## config.mk

```make
export PLATFORM = sky130hd
export DESIGN_NAME = ipv4_route_table_lookup
export DESIGN_NICKNAME = d
export VERILOG_FILES = /design/src/hw/rtl/iprt_pkg.sv /design/src/hw/rtl/ipv4_route_table_lookup.sv
export SDC_FILE = /design/constraint.sdc
export NUM_CORES = 1
export LEC_CHECK = 0
export BUFFER_PORTS_ARGS = -buffer_cell sky130_fd_sc_hd__buf_2
export CELL_PAD_IN_SITES_DETAIL_PLACEMENT = 1
export CELL_PAD_IN_SITES_GLOBAL_PLACEMENT = 1
export CORE_MARGIN = 5
export CORE_UTILIZATION = 51
export CTS_CLUSTER_DIAMETER = 80
export DETAILED_ROUTE_END_ITERATION = 6
export PLACE_DENSITY = 0.86
export SYNTH_ARGS = -nofsm -noshare
export SYNTH_HDL_FRONTEND = slang
export SYNTH_SLANG_ARGS = --single-unit
export TNS_END_PERCENT = 50
```

## constraint.sdc

```tcl
create_clock -name clk_i -period 15.83 [get_ports clk_i]
set_input_delay 0 -clock clk_i [delete_from_list [all_inputs] [get_ports clk_i]]
set_output_delay 0 -clock clk_i [all_outputs]
set_load 0.05 [all_outputs]
```

## src/hw/rtl/iprt_pkg.sv

```systemverilog
package iprt_pkg;

  // Default number of routes the table holds.
  localparam int unsigned TableDepthDefault = 8;

  // A route with this metric is stored but can never be chosen.
  localparam logic [7:0] COST_LIMIT = 8'd255;

  // Item kind carried on the input tuser.
  localparam logic FUNC_ADD    = 1'b0;
  localparam logic FUNC_LOOKUP = 1'b1;

  // One route. The first member sits in the top bits, so the address lands
  // in bits [31:0] and the interface number in bits [111:104].
  typedef struct packed {
    logic [7:0]  port;
    logic [7:0]  cost;
    logic [31:0] gateway;
    logic [31:0] mask;
    logic [31:0] address;
  } entry_t;

  localparam int unsigned EntryW = $bits(entry_t);

endpackage

```

## src/hw/rtl/ipv4_route_table_lookup.sv

```systemverilog
// IPv4 route table with lowest-metric lookup. Each input beat is an add (tuser
// = 0) or a lookup (tuser = 1), and each gives exactly one output beat. An add
// writes its route and then has its result loaded through the done state, or
// reports ok = 0 when the table is full. A lookup reads the stored routes from
// a memory with one write port and one registered read port, one per cycle,
// oldest first; on an empty table it goes straight to the done state. The
// input is ready again once a result is loaded, so no new beat is taken while
// an add or a lookup is in progress. The earliest route with the lowest metric
// below 255 whose masked address equals the masked destination wins; the
// output then carries ok = 1 and the route, otherwise ok = 0 and zero fields.
// A finished result waits in the output register, and the next beat is taken
// while it does. Routes are never removed; only reset empties the table. The
// table needs no clearing pass.
module ipv4_route_table_lookup #(
  parameter int unsigned TABLE_DEPTH = iprt_pkg::TableDepthDefault
) (
  input  logic                         clk_i,
  input  logic                         rst_ni,
  input  logic                         s_axis_tvalid_i,
  output logic                         s_axis_tready_o,
  // [31:0] address, [63:32] mask, [95:64] gateway, [103:96] cost,
  // [111:104] port_number
  input  logic [iprt_pkg::EntryW-1:0] s_axis_tdata_i,
  // [0] func
  input  logic                         s_axis_tuser_i,
  output logic                         m_axis_tvalid_o,
  input  logic                         m_axis_tready_i,
  // [31:0] hop_address, [63:32] hop_mask, [95:64] hop_gateway,
  // [103:96] hop_cost, [111:104] hop_port
  output logic [iprt_pkg::EntryW-1:0] m_axis_tdata_o,
  // [0] ok
  output logic                         m_axis_tuser_o
);

  import iprt_pkg::*;

  localparam int unsigned IdxW = (TABLE_DEPTH > 1) ? $clog2(TABLE_DEPTH) : 1;
  localparam int unsigned CntW = $clog2(TABLE_DEPTH + 1);

  // Sequencer states.
  localparam logic [1:0] ST_IDLE = 2'd0;
  localparam logic [1:0] ST_SCAN = 2'd1;
  localparam logic [1:0] ST_DONE = 2'd2;

  logic [1:0]      state_q, state_d;
  logic [CntW-1:0] used_q, used_d;
  logic [IdxW-1:0] cmp_idx_q, cmp_idx_d;
  logic            found_q, found_d;
  entry_t          best_q, best_d;
  logic [31:0]     addr_q, addr_d;
  logic            m_valid_q, m_valid_d;
  entry_t          m_data_q, m_data_d;
  logic            m_user_q, m_user_d;

  // Route memory: one write port (add), one registered read port (scan).
  entry_t          mem_q [TABLE_DEPTH];
  entry_t          rd_q;
  logic [IdxW-1:0] rd_idx;
  logic [IdxW-1:0] wr_idx;
  logic            wr_en;

  logic            accept;
  logic            is_lookup;
  logic [CntW-1:0] last_idx;
  logic            at_last;
  logic            hit;
  logic [7:0]      cost_bound;
  logic            take;
  logic            out_free;

  always_comb begin
    s_axis_tready_o = (state_q == ST_IDLE);
    accept          = s_axis_tvalid_i && s_axis_tready_o;
    is_lookup       = (s_axis_tuser_i == FUNC_LOOKUP);
    wr_en           = accept && !is_lookup && (used_q < CntW'(TABLE_DEPTH));
    wr_idx          = used_q[IdxW-1:0];

    last_idx = CntW'(used_q - CntW'(1));
    at_last  = (CntW'(cmp_idx_q) == last_idx);
    // Prefetch the next route while the current one is compared.
    if (state_q == ST_SCAN && !at_last) begin
      rd_idx = IdxW'(cmp_idx_q + IdxW'(1));
    end else begin
      rd_idx = '0;
    end

    hit        = (((rd_q.address ^ addr_q) & rd_q.mask) == 32'd0);
    cost_bound = found_q ? best_q.cost : COST_LIMIT;
    take       = hit && (rd_q.cost < cost_bound);
    out_free   = !m_valid_q || m_axis_tready_i;
  end

  // Adds only happen while idle and a scan reads only stored routes, so a
  // write never lands on an entry that a scan reads.
  always_ff @(posedge clk_i) begin
    if (wr_en) begin
      mem_q[wr_idx] <= entry_t'(s_axis_tdata_i);
    end
    rd_q <= mem_q[rd_idx];
  end

  always_comb begin
    state_d   = state_q;
    used_d    = used_q;
    cmp_idx_d = cmp_idx_q;
    found_d   = found_q;
    best_d    = best_q;
    addr_d    = addr_q;
    m_valid_d = m_valid_q;
    m_data_d  = m_data_q;
    m_user_d  = m_user_q;

    if (m_valid_q && m_axis_tready_i) begin
      m_valid_d = 1'b0;
    end

    case (state_q)
      ST_IDLE: begin
        if (accept) begin
          best_d    = '0;
          cmp_idx_d = '0;
          if (is_lookup) begin
            found_d = 1'b0;
            addr_d  = s_axis_tdata_i[31:0];
            state_d = (used_q == '0) ? ST_DONE : ST_SCAN;
          end else begin
            found_d = wr_en;
            if (wr_en) begin
              used_d = CntW'(used_q + CntW'(1));
            end
            state_d = ST_DONE;
          end
        end
      end
      ST_SCAN: begin
        // Strict less-than keeps the earliest route on equal metrics.
        if (take) begin
          found_d = 1'b1;
          best_d  = rd_q;
        end
        if (at_last) begin
          state_d = ST_DONE;
        end else begin
          cmp_idx_d = IdxW'(cmp_idx_q + IdxW'(1));
        end
      end
      ST_DONE: begin
        if (out_free) begin
          m_valid_d = 1'b1;
          m_data_d  = best_q;
          m_user_d  = found_q;
          state_d   = ST_IDLE;
        end
      end
      default: begin
        state_d = ST_IDLE;
      end
    endcase
  end

  always_ff @(posedge clk_i or negedge rst_ni) begin
    if (!rst_ni) begin
      state_q   <= ST_IDLE;
      used_q    <= '0;
      cmp_idx_q <= '0;
      found_q   <= 1'b0;
      m_valid_q <= 1'b0;
    end else begin
      state_q   <= state_d;
      used_q    <= used_d;
      cmp_idx_q <= cmp_idx_d;
      found_q   <= found_d;
      m_valid_q <= m_valid_d;
    end
  end

  always_ff @(posedge clk_i) begin
    best_q   <= best_d;
    addr_q   <= addr_d;
    m_data_q <= m_data_d;
    m_user_q <= m_user_d;
  end

  assign m_axis_tvalid_o = m_valid_q;
  assign m_axis_tdata_o  = m_data_q;
  assign m_axis_tuser_o  = m_user_q;

`ifndef SYNTHESIS
  a_used_bound: assert property (@(posedge clk_i) disable iff (!rst_ni)
    used_q <= CntW'(TABLE_DEPTH))
    else $error("route count exceeds table depth");

  a_used_step: assert property (@(posedge clk_i) disable iff (!rst_ni)
    (used_q != $past(used_q)) |->
      (used_q == CntW'($past(used_q) + CntW'(1))) && $past(wr_en))
    else $error("route count moved without an add");

  a_scan_nonempty: assert property (@(posedge clk_i) disable iff (!rst_ni)
    (state_q == ST_SCAN) |-> (used_q != '0) && (CntW'(cmp_idx_q) < used_q))
    else $error("scan index outside stored routes");

  // An add that stored its route leaves found set with an all-zero route.
  a_found_cost: assert property (@(posedge clk_i) disable iff (!rst_ni)
    (state_q == ST_DONE && found_q) |->
      (best_q.cost != COST_LIMIT) || (best_q == '0))
    else $error("chosen route has the excluded metric");

  a_out_from_done: assert property (@(posedge clk_i) disable iff (!rst_ni)
    $rose(m_valid_q) |-> $past(state_q == ST_DONE))
    else $error("result loaded outside the done state");
`endif

endmodule

```

==> run summary <==
hold buffers post-CTS = 118
Place WS = 11.20 ns
met2 usage = 0.461
Starting DRT DRC Count = 3,401
Worst Path Arrival = 5.51 ns
GP Congestion = 0.822
minimum clock period = 4.84 ns
via/cell ratio = 5.87
Clock transition at path regs = 0.07 ns
PD cells = 175 nW/µm²
outcome = finished, final reports clean
Slowest-stage cell, CP = buf_4
Root Buffer = clkbuf_16
Crit Path Max Fanout = 85
maximum vdd drop = 0.122 mV
busiest layer in global routing = met2
Yosys warnings = 0
Vias = 28,200
number of H-tree levels = 3
type of the worst min-delay path = input port to register
most frequent CP cell = buf_4
Max Fclk = 0.207 GHz
met1 Use GR = 0.333
later-pin clock latency in the skew report = 0.73 ns
hold path startpoint = s_axis_tdata_i[66]
r2r worst-path depth = 10
DIE HEIGHT = 311 µm
Core ar. = 90,000 µm²
CP required = 16.50 ns
Post-Route WL = 134,000 µm
CTS tree = done
CTS Sinks = 1,276
row cnt = 110
DR DRC count = 0
Max clock buf depth = 3
antenna violations before repair = 19
dpl hpwl = 74,500 µm
Startpoint Class = register
RSZ-0062 raised after global routing = no
worst setup margin = 10.99 ns
Syn Area/Cell = 14.7 µm²
DR pass1 iterations = 6
Max-Cap Viols = 0
CP Class = register to register
fin crit share = 0.306
Die Width = 311 µm
layout cell share with drive strength beyond 1 = 0.130
synth unique cells = 43
met3 usage = 0.0573
setup TNS = 0 ns
Post-synth EDFFs = 1,153
Lkg Pwr = 19.1 nW
most common cell after layout, fill and taps aside = edfxtp_1
Final Skew = 0.0453 ns
die area = 96,800 µm²
first-pass GRT wire length = 197,000 µm
WHS Path Cells = 2
Slowest Stage Delay on Critical Path = 0.86 ns
vias in the first global route = 30,600
Initial Util = 0.514
pin count of the biggest net entering global routing = 230
CP startpoint = used_q[1]
Reg-to-Reg Start = used_q[1]
final setup vio count = 0
post-CTS setup buffers = 0
worst rel slew slack = 0.217
Final #Nets = 3,637
WL per Instance = 27.9 µm
register area share after synthesis = 0.803
P&R area growth vs syn = 15.9%
io pins = 232
Final Max Tran Viols = 0
Synth async-reset ratio = 0.00862
Mapped Cells = 3,155
CP endpoint kind = register
Post-CTS Resized = 0
most frequent cells in the layout = 1,153 x edfxtp_1, 911 x nand2_1, 450 x a21oi_1, 231 x buf_2, 122 x clkbuf_16
Hold Violations, Final = 0
mapped cell area = 46,200 µm²
Worst Max-Slew Pin Slew = 1.17 ns
total grt overflow = 0
Num CTS Buffers = 121
synthesized flop and latch total = 1,276
Top FF cell, synth = edfxtp_1
port buffer count = 231
Post-DRT Antenna Nets = 0
GRT Overall Usage = 0.270
syn_nets = 3,283
crit path cell chain = inv_1 -> ha_1 -> xor2_1 -> o211a_1 -> a211o_4 -> buf_4 -> buf_4 -> nand2_1 -> a21oi_1 -> or4_1
==> Yosys cell counts, types with 2 or more instances <==
library cell  count  area (µm²)
xnor2_1           4        35.0
nor2_1            9        33.8
buf_2            68         340
nor3_1            8        40.0
edfxtp_1       1153       34600
inv_1             3        11.3
a211oi_1          3        22.5
nor2b_1          11        68.8
nand4_1           5        31.3
buf_1             7        26.3
or4_1           112         841
a21oi_1         450        2250
ha_1             11         138
o21ai_0           2        10.0
clkbuf_1         61         229
buf_6            23         259
nand3_1           4        20.0
nand2b_1          4        25.0
o21a_1            2        15.0
nand2_1         912        3420
xor2_1           35         307
a22oi_1          15         113
and2_1          112         701
dfxtp_1         112        2240
dfrtp_1          11         275
==> sequential cells by signal, summed over array words and instances, names as in the netlist <==
name,cells
mem_q,896
found_q,1
best_q,112
m_axis_tuser_o,1
used_q,4
addr_q,32
cmp_idx_q,3
m_axis_tdata_o,112
m_axis_tvalid_o,1
rd_q,112
state_q,2
==> where the power goes <==
group          leakage (nW)  internal (mW)  switching [mW]
logic                  5.54          0.505            1.53
clock network          1.92           1.59            1.27
registers              11.6           4.19           0.303
total                  19.1           6.28            3.10
==> metal layers <==
metal / up-vias / routed length, µm
met4: 12 / 6240
met5: - / 219
li1: 12100 / -
met2: 1415 / 66700
met1: 14300 / 48800
met3: 359 / 12100
==> through the flow <==
stage	cell area (µm²)	power (mW)	hold slack [ns]	cells	utilization
detailed placement	48500	6.49	-0.0913	4444	0.538
global route	53600	9.72	0.105	4800	0.595
global placement	48500	6.34	-0.106	4444	0.538
floorplan	46200	5.76	-0.296	3155	-
CTS	53600	9.38	0.0643	4794	0.595
finish	53600	9.39	0.103	4806	0.595
==> cell families after synthesis <==
group                      share of synthesized area
AOI/OAI and AO/OA                             0.0546
DFF                                            0.803
buffers and inverters                         0.0189
muxes                                       0.000244
xor gates and xnor gates                     0.00739
adders and majority gates                    0.00298
and+or+nand+nor                                0.113
==> final cells by class <==
| class | count | area, µm² |
|---|---|---|
| Timing Repair Buffer | 391 | 2680 |
| Inverter | 3 | 16.3 |
| Clock buffer | 174 | 3380 |
| Fill cell | 8485 | 36400 |
| Clock inverter | 58 | 536 |
| Antenna cell | 12 | 30.0 |
| Multi-Input combinational cell | 1716 | 8350 |
| Sequential cell | 1276 | 37100 |
| Tap cell | 1176 | 1470 |
==> worst max-delay path: cells and delay by family (launching register included) <==
kind,cells,cell delay (ns)
adder cells (fa/ha/maj),1,0.36
flip-flops,1,0.59
AND/OR/NAND/NOR,2,0.34
AO/OA/AOI/OAI,3,1.35
XOR/XNOR,1,0.19
buffers and inverters,3,1.80
==> final timing paths <==
kind / to / slack, ns
worst min register to register: m_axis_tdata_o[110] / 0.42
max in group asynchronous: used_q[3] / 14.96
worst max register to register: rd_q[70] / 10.99
min in group asynchronous: used_q[1] / 0.43
worst max-delay path: rd_q[70] / 10.99
worst min-delay path: mem_q[0][66] / 0.10
Note: power is estimated with default switching activity, not from simulation.
